File: config.mk
export PLATFORM = sky130hd
export DESIGN_NAME = focus_distance_from_calibration_table_top
export DESIGN_NICKNAME = d
export VERILOG_FILES = /design/src/fdc_pkg.sv /design/src/fdc_ctrl.sv /design/src/fdc_datapath.sv /design/src/focus_distance_from_calibration_table_top.sv
export SDC_FILE = /design/constraint.sdc
export NUM_CORES = 2
export LEC_CHECK = 0
export ABC_AREA = 1
export BUFFER_PORTS_ARGS = -buffer_cell sky130_fd_sc_hd__buf_2
export CORE_UTILIZATION = 60
export CTS_CLUSTER_SIZE = 10
export DETAILED_ROUTE_END_ITERATION = 8
export PLACE_DENSITY = 0.75
export REMOVE_ABC_BUFFERS = 1
export SLEW_MARGIN = 5
export SYNTH_ARGS = -nofsm -noshare
export SYNTH_HDL_FRONTEND = slang
export SYNTH_SLANG_ARGS = --single-unit
File: constraint.sdc
create_clock -name clock -period 18.5 [get_ports clock]
set_input_delay 2.775 -clock clock [delete_from_list [all_inputs] [get_ports clock]]
set_output_delay 2.775 -clock clock [all_outputs]
set_load 0.01 [all_outputs]
File: src/fdc_pkg.sv
// Package: shared types and constants for the focus distance calibration block.
`timescale 1ns / 1ps
`default_nettype none
package fdc_pkg;
   localparam int MaxPoints   = 16;
   localparam int ReadingBits = 12;
   localparam int IdxBits     = $clog2(MaxPoints);
   localparam int CntBits     = $clog2(MaxPoints + 1);
   localparam logic [15:0] InfinityCode = 16'hFFFF;
   localparam logic [6:0]  PctScale     = 7'd100;

   localparam logic [2:0] CSR_POINT_COUNT = 3'd0;
   localparam logic [2:0] CSR_DZ_NEAR     = 3'd1;
   localparam logic [2:0] CSR_DZ_FAR      = 3'd2;
   localparam logic [2:0] CSR_FAR_MARK    = 3'd3;
   localparam logic [2:0] CSR_INF_MARGIN  = 3'd4;
   localparam logic [2:0] CSR_FAR_ERR_PCT = 3'd5;

   localparam logic ACT_WRITE = 1'b0;
   localparam logic ACT_QUERY = 1'b1;

   typedef struct packed {
      logic        action;
      logic [3:0]  entry_index;
      logic [11:0] entry_reading;
      logic [15:0] entry_distance_cm;
      logic [11:0] reading;
   } req_type;

   typedef struct packed {
      logic        est_valid;
      logic        est_infinity;
      logic [15:0] distance_out_cm;
      logic        snap_found;
      logic [3:0]  snap_slot;
   } rsp_type;

   // controller -> datapath
   typedef struct packed {
      logic load;      // capture request
      logic wr_mark;   // write table entry
      logic est_step;  // one estimate scan step
      logic div_start;
      logic div_step;
      logic snap_step;
      logic rsp_load;
   } cmd_type;

   // datapath -> controller
   typedef struct packed {
      logic is_query;
      logic est_done;   // estimate settled (no divide needed or scan end)
      logic need_div;
      logic div_done;
      logic snap_done;
   } sts_type;
endpackage
`default_nettype wire

File: src/fdc_ctrl.sv
// Controller: sequences table write, estimate scan, divide and snap scan.
`timescale 1ns / 1ps
`default_nettype none
module fdc_ctrl
   import fdc_pkg::*;
(
   input  wire logic    clock,
   input  wire logic    reset,
   input  wire logic    req_valid,
   output logic         req_ready,
   output logic         rsp_valid,
   input  wire logic    rsp_ready,
   input  wire sts_type sts,
   output cmd_type      cmd
);
   typedef enum logic [2:0] {S_IDLE, S_DECODE, S_EST, S_DIVGO, S_DIV, S_SNAP, S_OUT}
      state_type;
   state_type state_ff, state_in;
   logic      rsp_valid_ff, rsp_valid_in;

   // output slot frees when taken; a new item may start while a result waits
   wire slot_free = !rsp_valid_ff || rsp_ready;

   always_comb begin
      state_in     = state_ff;
      rsp_valid_in = rsp_valid_ff;
      cmd          = '0;
      if (rsp_valid_ff && rsp_ready) rsp_valid_in = 1'b0;
      req_ready = (state_ff == S_IDLE);
      case (state_ff)
         S_IDLE: if (req_valid) begin
            cmd.load = 1'b1;
            state_in = S_DECODE;
         end
         S_DECODE: begin
            if (sts.is_query) state_in = S_EST;
            else begin
               cmd.wr_mark = 1'b1;
               state_in    = S_IDLE;
            end
         end
         S_EST: begin
            cmd.est_step = 1'b1;
            if (sts.est_done) state_in = sts.need_div ? S_DIVGO : S_SNAP;
         end
         S_DIVGO: begin
            cmd.div_start = 1'b1;
            state_in      = S_DIV;
         end
         S_DIV: begin
            cmd.div_step = 1'b1;
            if (sts.div_done) state_in = S_SNAP;
         end
         S_SNAP: begin
            cmd.snap_step = 1'b1;
            if (sts.snap_done) state_in = S_OUT;
         end
         S_OUT: if (slot_free) begin
            cmd.rsp_load = 1'b1;
            rsp_valid_in = 1'b1;
            state_in     = S_IDLE;
         end
         default: state_in = S_IDLE;
      endcase
   end

   always_ff @(posedge clock) begin
      if (reset) begin
         state_ff     <= S_IDLE;
         rsp_valid_ff <= 1'b0;
      end else begin
         state_ff     <= state_in;
         rsp_valid_ff <= rsp_valid_in;
      end
   end

   assign rsp_valid = rsp_valid_ff;
endmodule
`default_nettype wire

File: src/fdc_datapath.sv
// Datapath: mark table, config registers, scans, serial divider, result register.
`timescale 1ns / 1ps
`default_nettype none
module fdc_datapath
   import fdc_pkg::*;
(
   input  wire logic        clock,
   input  wire logic        reset,
   input  wire logic        csr_write,
   input  wire logic [2:0]  csr_index,
   input  wire logic [15:0] csr_data,
   input  wire req_type     req_data,
   input  wire cmd_type     cmd,
   output sts_type          sts,
   output rsp_type          rsp_data
);
   localparam int RB = ReadingBits;
   localparam int NumW = 16 + 16 + RB;     // dl*dr*(rs-ls)
   localparam int DenW = 16 + RB + 1;      // dr*(rs-s)+dl*(s-ls)
   localparam int DivW = NumW + 2;         // 2*num+den
   localparam int CntW = $clog2(DivW + 1);

   // configuration
   logic [4:0]  cnt_ff;
   logic [11:0] dzn_ff, dzf_ff, infm_ff;
   logic [15:0] farm_ff;
   logic [6:0]  pct_ff;

   always_ff @(posedge clock) begin
      if (reset) begin
         cnt_ff  <= 5'd0;
         dzn_ff  <= 12'd5;
         dzf_ff  <= 12'd3;
         farm_ff <= 16'd500;
         infm_ff <= 12'd20;
         pct_ff  <= 7'd5;
      end else if (csr_write) begin
         case (csr_index)
            CSR_POINT_COUNT: cnt_ff  <= csr_data[4:0];
            CSR_DZ_NEAR:     dzn_ff  <= csr_data[11:0];
            CSR_DZ_FAR:      dzf_ff  <= csr_data[11:0];
            CSR_FAR_MARK:    farm_ff <= csr_data;
            CSR_INF_MARGIN:  infm_ff <= csr_data[11:0];
            CSR_FAR_ERR_PCT: pct_ff  <= csr_data[6:0];
            default: ;
         endcase
      end
   end

   wire [CntBits-1:0] n_used = (cnt_ff > 5'(MaxPoints)) ? CntBits'(MaxPoints)
                                                        : CntBits'(cnt_ff);

   // request capture
   req_type req_ff;
   always_ff @(posedge clock) if (cmd.load) req_ff <= req_data;
   wire [RB-1:0] s = req_ff.reading;
   assign sts.is_query = (req_ff.action == ACT_QUERY);

   // mark table; unwritten entries are outside the contract
   logic [RB-1:0] mrd [MaxPoints];
   logic [15:0]   mds [MaxPoints];
   always_ff @(posedge clock) begin
      if (cmd.wr_mark) begin
         mrd[req_ff.entry_index] <= req_ff.entry_reading;
         mds[req_ff.entry_index] <= req_ff.entry_distance_cm;
      end
   end

   // estimate scan: step k visits mark k (exact match) and pair k-1,k (between)
   logic [CntBits-1:0] ei_ff;
   logic               e_valid_ff, e_inf_ff, e_hit_ff;
   logic [15:0]        e_cm_ff;
   logic [RB-1:0]      ls_ff, rs_ff;
   logic [15:0]        dl_ff, dr_ff;
   logic               b_found_ff;  // first between-pair seen
   logic               e_done;
   logic               need_div_ff;

   wire [IdxBits-1:0] ek   = ei_ff[IdxBits-1:0];
   wire [IdxBits-1:0] ekm1 = ek - 1'b1;
   wire [IdxBits-1:0] last_i = IdxBits'(n_used - 1'b1);
   wire [RB-1:0]       last_r = mrd[last_i];
   wire [RB:0]         lim = {1'b0, last_r} + (RB+1)'(infm_ff);
   wire                step_in = (ei_ff < n_used);

   always_ff @(posedge clock) begin
      if (cmd.load) begin
         ei_ff       <= '0;
         e_valid_ff  <= 1'b0;
         e_inf_ff    <= 1'b0;
         e_hit_ff    <= 1'b0;
         e_cm_ff     <= '0;
         b_found_ff  <= 1'b0;
         need_div_ff <= 1'b0;
      end else if (cmd.est_step && !e_done) begin
         if (n_used == '0) begin
            e_hit_ff <= 1'b1;
         end else if (ei_ff == '0 && s < mrd[0]) begin
            e_hit_ff <= 1'b1; e_valid_ff <= 1'b1; e_cm_ff <= mds[0];
         end else if (ei_ff == '0 && {1'b0, s} > lim) begin
            e_hit_ff <= 1'b1; e_valid_ff <= 1'b1; e_inf_ff <= 1'b1;
            e_cm_ff  <= InfinityCode;
         end else if (step_in) begin
            if (s == mrd[ek]) begin
               e_hit_ff <= 1'b1; e_valid_ff <= 1'b1; e_cm_ff <= mds[ek];
            end else if (ei_ff != '0 && !b_found_ff && mrd[ekm1] < s && s < mrd[ek]) begin
               b_found_ff <= 1'b1;
               ls_ff <= mrd[ekm1]; rs_ff <= mrd[ek];
               dl_ff <= mds[ekm1]; dr_ff <= mds[ek];
            end
            ei_ff <= ei_ff + 1'b1;
         end else begin
            e_hit_ff <= 1'b1;
            if (b_found_ff) begin
               e_valid_ff <= 1'b1; need_div_ff <= 1'b1;
            end else if (s >= last_r) begin
               e_valid_ff <= 1'b1; e_cm_ff <= mds[last_i];
            end
         end
      end
   end
   assign e_done       = e_hit_ff;
   assign sts.est_done = e_hit_ff;
   assign sts.need_div = need_div_ff;

   // divide: sets up numerator/denominator with four multiplies over div_start and setup phase 0,
   // then restoring shift-subtract one bit per cycle
   logic [DivW-1:0] rem_ff, quo_ff;
   logic [DivW:0]   dsr_ff;
   logic [CntW-1:0] dc_ff;
   logic [1:0]      ph_ff;
   logic [31:0]     p1_ff;
   logic [DenW-1:0] den_ff;
   logic [NumW-1:0] num_ff;
   logic            dv_done_ff;

   wire [RB-1:0] span = rs_ff - ls_ff;
   wire [RB-1:0] rgap = rs_ff - s;
   wire [RB-1:0] lgap = s - ls_ff;
   // partial remainder with next dividend bit, and trial subtract of the divisor
   wire [DivW:0]   dv_sh = {rem_ff, quo_ff[DivW-1]};
   wire [DivW+1:0] trial = {1'b0, dv_sh} - {1'b0, dsr_ff};

   always_ff @(posedge clock) begin
      if (cmd.div_start) begin
         ph_ff      <= 2'd0;
         dv_done_ff <= 1'b0;
         p1_ff      <= dl_ff * dr_ff;
         den_ff     <= DenW'(dr_ff * rgap);
      end else if (cmd.div_step && !dv_done_ff) begin
         case (ph_ff)
            2'd0: begin
               num_ff <= NumW'(p1_ff) * NumW'(span);
               den_ff <= den_ff + DenW'(dl_ff * lgap);
               ph_ff  <= 2'd1;
            end
            2'd1: begin
               quo_ff <= DivW'({num_ff, 1'b0}) + DivW'(den_ff);
               rem_ff <= '0;
               dsr_ff <= (DivW+1)'({den_ff, 1'b0});
               dc_ff  <= CntW'(DivW);
               ph_ff  <= 2'd2;
            end
            default: begin
               if (den_ff == '0) begin
                  quo_ff <= '0; dv_done_ff <= 1'b1;
               end else begin
                  // dividend shifts out of quo_ff as quotient bits shift in
                  if (dc_ff == '0) dv_done_ff <= 1'b1;
                  else begin
                     if (!trial[DivW+1]) begin
                        rem_ff <= trial[DivW-1:0];
                        quo_ff <= {quo_ff[DivW-2:0], 1'b1};
                     end else begin
                        rem_ff <= dv_sh[DivW-1:0];
                        quo_ff <= {quo_ff[DivW-2:0], 1'b0};
                     end
                     dc_ff <= dc_ff - 1'b1;
                  end
               end
            end
         endcase
      end
   end
   assign sts.div_done = dv_done_ff;
   wire [15:0] div_cm = (quo_ff > DivW'(16'hFFFF)) ? 16'hFFFF : quo_ff[15:0];
   wire [15:0] est_cm = need_div_ff ? div_cm : e_cm_ff;

   // snap scan, one mark per cycle
   logic [CntBits-1:0] si_ff;
   logic [12:0]        bd_ff;
   logic [IdxBits-1:0] bi_ff;
   logic               sf_ff;
   wire [IdxBits-1:0] sk = si_ff[IdxBits-1:0];
   wire [RB-1:0] mr = mrd[sk];
   wire [15:0]   md = mds[sk];
   wire [RB-1:0] dlt = (s > mr) ? s - mr : mr - s;
   wire          far = md >= farm_ff;
   wire [11:0]   dz  = far ? dzf_ff : dzn_ff;
   wire [15:0]   err = (est_cm > md) ? est_cm - md : md - est_cm;
   wire [22:0]   lhs = err * PctScale;
   wire [22:0]   rhs = md * pct_ff;
   wire reject = (dlt != '0) && far && e_valid_ff && !e_inf_ff && (lhs > rhs);
   assign sts.snap_done = !(si_ff < n_used);

   always_ff @(posedge clock) begin
      if (cmd.load) begin
         si_ff <= '0;
         sf_ff <= 1'b0;
         bi_ff <= '0;
      end else if (cmd.div_start || (cmd.est_step && e_done)) begin
         bd_ff <= ((dzn_ff > dzf_ff) ? {1'b0, dzn_ff} : {1'b0, dzf_ff}) + 13'd1;
      end else if (cmd.snap_step && !sts.snap_done) begin
         if ({1'b0, dlt} <= {1'b0, dz} && 13'(dlt) < bd_ff && !reject) begin
            bd_ff <= 13'(dlt);
            bi_ff <= sk;
            sf_ff <= 1'b1;
         end
         si_ff <= si_ff + 1'b1;
      end
   end

   rsp_type rsp_ff;
   always_ff @(posedge clock) begin
      if (cmd.rsp_load) begin
         rsp_ff.est_valid       <= e_valid_ff;
         rsp_ff.est_infinity    <= e_valid_ff && e_inf_ff;
         rsp_ff.distance_out_cm <= e_valid_ff ? est_cm : 16'd0;
         rsp_ff.snap_found      <= sf_ff;
         rsp_ff.snap_slot       <= sf_ff ? 4'(bi_ff) : 4'd0;
      end
   end
   assign rsp_data = rsp_ff;
endmodule
`default_nettype wire

File: src/focus_distance_from_calibration_table_top.sv
// Top level: calibration-table focus distance estimator.
// Sequence: a write item is captured, then written to the table at decode. A query with
//   interpolation runs decode, estimate scan, divide (start, setup phases, bit steps, finish),
//   snap scan and output; without interpolation the divide is skipped.
// Throughput: one item at a time; next request taken the cycle after the result loads.
// Reset (synchronous, active high) restores register defaults; the table is not cleared.
`timescale 1ns / 1ps
`default_nettype none
module focus_distance_from_calibration_table_top
   import fdc_pkg::*;
(
   input  wire logic        clock,
   input  wire logic        reset,
   input  wire logic        req_valid,
   output logic             req_ready,
   input  wire req_type     req_data,
   output logic             rsp_valid,
   input  wire logic        rsp_ready,
   output rsp_type          rsp_data,
   input  wire logic        csr_write,
   input  wire logic [2:0]  csr_index,
   input  wire logic [15:0] csr_data
);
   cmd_type cmd;
   sts_type sts;

   // sequencer
   fdc_ctrl u_ctrl (
      .clock, .reset, .req_valid, .req_ready, .rsp_valid, .rsp_ready, .sts, .cmd
   );

   // table, scans, divider, result register
   fdc_datapath u_dp (
      .clock, .reset, .csr_write, .csr_index, .csr_data, .req_data, .cmd, .sts,
      .rsp_data
   );
endmodule
`default_nettype wire

==> results.md <==
- Die area: 0.1639 mm2
- Placer Congestion: 1.005
- Post-route cell area: 0.1032 mm2
- Crit Path Max Fanout: 104
- Input/output buffers: 93
- Num CTS Buffers: 114
- Core Footprint: 0.1608 mm2
- Initial antenna violation count: 19
- Fin Setup TNS: 0 ps
- Worst slack at placement: 6665 ps
- Root Buffer: clkbuf_16
- Initial Utilization: 60.56%
- WL/cell: 25.08 um
- RR Endpoint: u_dp.bd_ff[10]
- CP peak stage delay: 890 ps
- Status: complete, but fails checks
- Async S/R FF share, synth: 0%
- Max_cap viols: 1
- IO Pins: 94
- Worst skew pair latency: 830 ps
- Unrepaired setup endpoints after global routing: no
- Post-route DRC: 0
- Worst setup EP type: flip-flop
- Top FF cell, synth: edfxtp_1
- Crit start category: flip-flop
- Buffer count from post-CTS setup fixing: 0
- Commonest non-fill, non-tap cell in the layout: nand2_1
- Finish-stage setup viols: 0
- Final setup margin: approximately 6200 ps
- Design Power: 12.66 mW
- IR drop worst, VDD: 0.3888 mV
- First-pass GRT wire length: 530.0 mm
- Reg2Reg Depth: 46
- Area after DPL: approximately 0.099 mm2
- # clock sinks: 932
- TritonCTS clock tree: built
- Max Root-Sink Buffers: 3
- Hold Path End: u_dp.dzn_ff[1]
- Area growth, synth to finish: 5.983%
- Total gr overflow: 0
- Rel. slew slack: less than 1%
- Fin nets: between 10000 and 15000
- Failing checks: max-capacitance violations
- Cts hold-fix bufs: 0
- Synth Register Bits: just over 900
- Vias/cell: approximately 6.3
- Fin. max-slew vios: 0
- Hold path cells: 2
- Die width: 404.8 um
- CTS resizes: 0
- Synth warnings: 0
- Num rows: 147
- DR pass1 iterations: 9
- Leak pwr: around 47 nW
- Die Span Y: roughly 400 um
- Routed Antenna Nets: 0
- H-tree depth: 3
- PwrDens: 122.7 mW/mm2
- Crit path DAT: 12680 ps
- Hold path start: u_dp.dzn_ff[1]
- Initial DRC count: ~12000
- Avg Cell Area, Syn: approximately 8.0 um2
- Hold crit path type: flip-flop to flip-flop
- Critical path type: flip-flop to flip-flop
- Critical Path RT: 18900 ps
- Vias: roughly 90000
- Synthesized area: roughly 0.1 mm2
- Critical Path Most Common Cell: nand2_1
- Max Freq: 81.47 MHz
- Post-synth EDFFs: 816
- Most frequent cells in the layout: nand2_1 (2062), inv_1 (2038), a21oi_1 (1245)
- Layout cells sized above 1: 4.525%
- Clock transition at path regs: 60 ps
- Reg2reg setup slack: 6230 ps
- Gr usage total: 43.05%
- Minimum clock period: 12270 ps
- Drt total wl: 355.4 mm
- Dpl hpwl: 253.4 mm
- Skew final: 136.7 ps
- Fin crit share: 66.35%
- Worst Hold Margin: 487.6 ps
- Cells after Synth: 12180
- Sequential element share of the synthesized area: ~28%
- Largest net degree at the start of global routing: roughly 250
- Slowest CP cell: inv_4
- Tightest Pin Transition: 1496 ps
- Synth cell types: 67
- Vias in the first global route: 87760
- Final-report hold violation count: 0
==> layer usage <==
layer  global-route usage, %  wire length (um)  up-vias
li1                        -                 -    39420
met1                   52.44            125400    42270
met2                   65.60            153200     6302
met3                   12.38             46490     1641
met4                   30.63             30120       22
met5                       0               142        -
==> worst max path at each step <==
stage                  start        endpoint  slack, ps  depth (start not counted)
6_report           flip-flop  u_dp.bd_ff[10]       6230                         46
3_5_place_dp       flip-flop   u_dp.bd_ff[6]       6660                         46
2_1_floorplan  u_dp.ei_ff[0]   u_dp.dl_ff[0]        730                         17
4_1_cts            flip-flop  u_dp.bd_ff[12]       6580                         46
3_3_place_gp       flip-flop   u_dp.bd_ff[8]       6820                         49
5_1_grt            flip-flop  u_dp.bd_ff[12]       5300                         46
==> state kept, by name (all words and copies together), names as in the netlist, 23 cells and up, named ones only <==
name           count
u_dp.den_ff       29
u_dp.mrd         192
u_dp.rsp_data     23
u_dp.quo_ff       46
u_dp.p1_ff        32
u_dp.mds         256
u_dp.dsr_ff       29
u_dp.rem_ff       46
u_dp.req_ff       32
u_dp.num_ff       44
==> stage by stage <==
step / std cells / util (%)
6_report: 14170 / 64.18
5_1_grt: 14160 / 64.17
4_1_cts: 14160 / 64.15
3_5_place_dp: 13950 / 61.86
3_3_place_gp: 13950 / 61.86
2_1_floorplan: 11550 / -
==> cell usage after synthesis (9+ instances only) <==
cell,n,area [um2]
a211oi_1,39,292.8
a21boi_0,20,150.1
a21o_1,27,202.7
a21oi_1,1248,6246
a31oi_1,66,412.9
buf_1,71,266.5
buf_2,69,345.3
clkbuf_1,482,1809
clkinv_1,13,48.80
dfxtp_1,116,2322
edfxtp_1,816,24500
fa_1,891,17840
ha_1,714,8934
inv_1,2044,7672
inv_2,13,48.80
nand2_1,2064,7747
nand2_2,14,87.58
nand3_1,565,2828
nand4_1,62,387.9
nor2_1,920,3453
nor3_1,64,320.3
nor4_1,31,193.9
o211ai_1,93,698.2
o21a_1,20,150.1
o21ai_0,1152,5766
o21ai_1,25,125.1
o21ai_2,9,78.83
o21bai_1,34,255.2
o221ai_1,82,718.2
o22ai_1,18,112.6
o311ai_0,21,183.9
o311ai_1,14,122.6
o31ai_1,13,97.59
or2_2,48,300.3
xnor2_1,77,674.4
xor2_1,139,1217
==> area by class of cell <==
cell class,count,area (um2)
antenna,13,32.53
fill,13950,57580
tap,2160,2703
multi-input combinational,8548,60550
sequential,932,26850
clock buffer,185,3159
clock inverter,29,516.7
inverter,2070,7791
timing repair buffer,236,1570
==> logic make-up after synthesis <==
kind of cell	after synthesis	share of synthesized area, %
multiplexers	1	0.01157
XOR/XNOR	216	1.943
AO/OA/AOI/OAI	2927	16.48
adder cells (fa/ha/maj)	1605	27.50
buffers and inverters	2695	10.50
flip-flops	932	27.56
AND/OR/NAND/NOR	3799	16.01
==> critical path, delay by kind of cell, from the launching register on <==
kind	cells	cell delay, ps
buffers and inverters	6	2320
and+or+nand+nor	25	4590
DFF	1	530
AOI/OAI and AO/OA	7	1490
adders and majority gates	6	2360
xor gates and xnor gates	2	410
==> where the power goes <==
part / internal, mW / total, mW / switching [mW]
clock network: 1.27 / 2.25 / 0.980
logic: 2.61 / 7.70 / 5.08
registers: 2.56 / 2.71 / 0.145
Power figures use the tool's default switching activity.
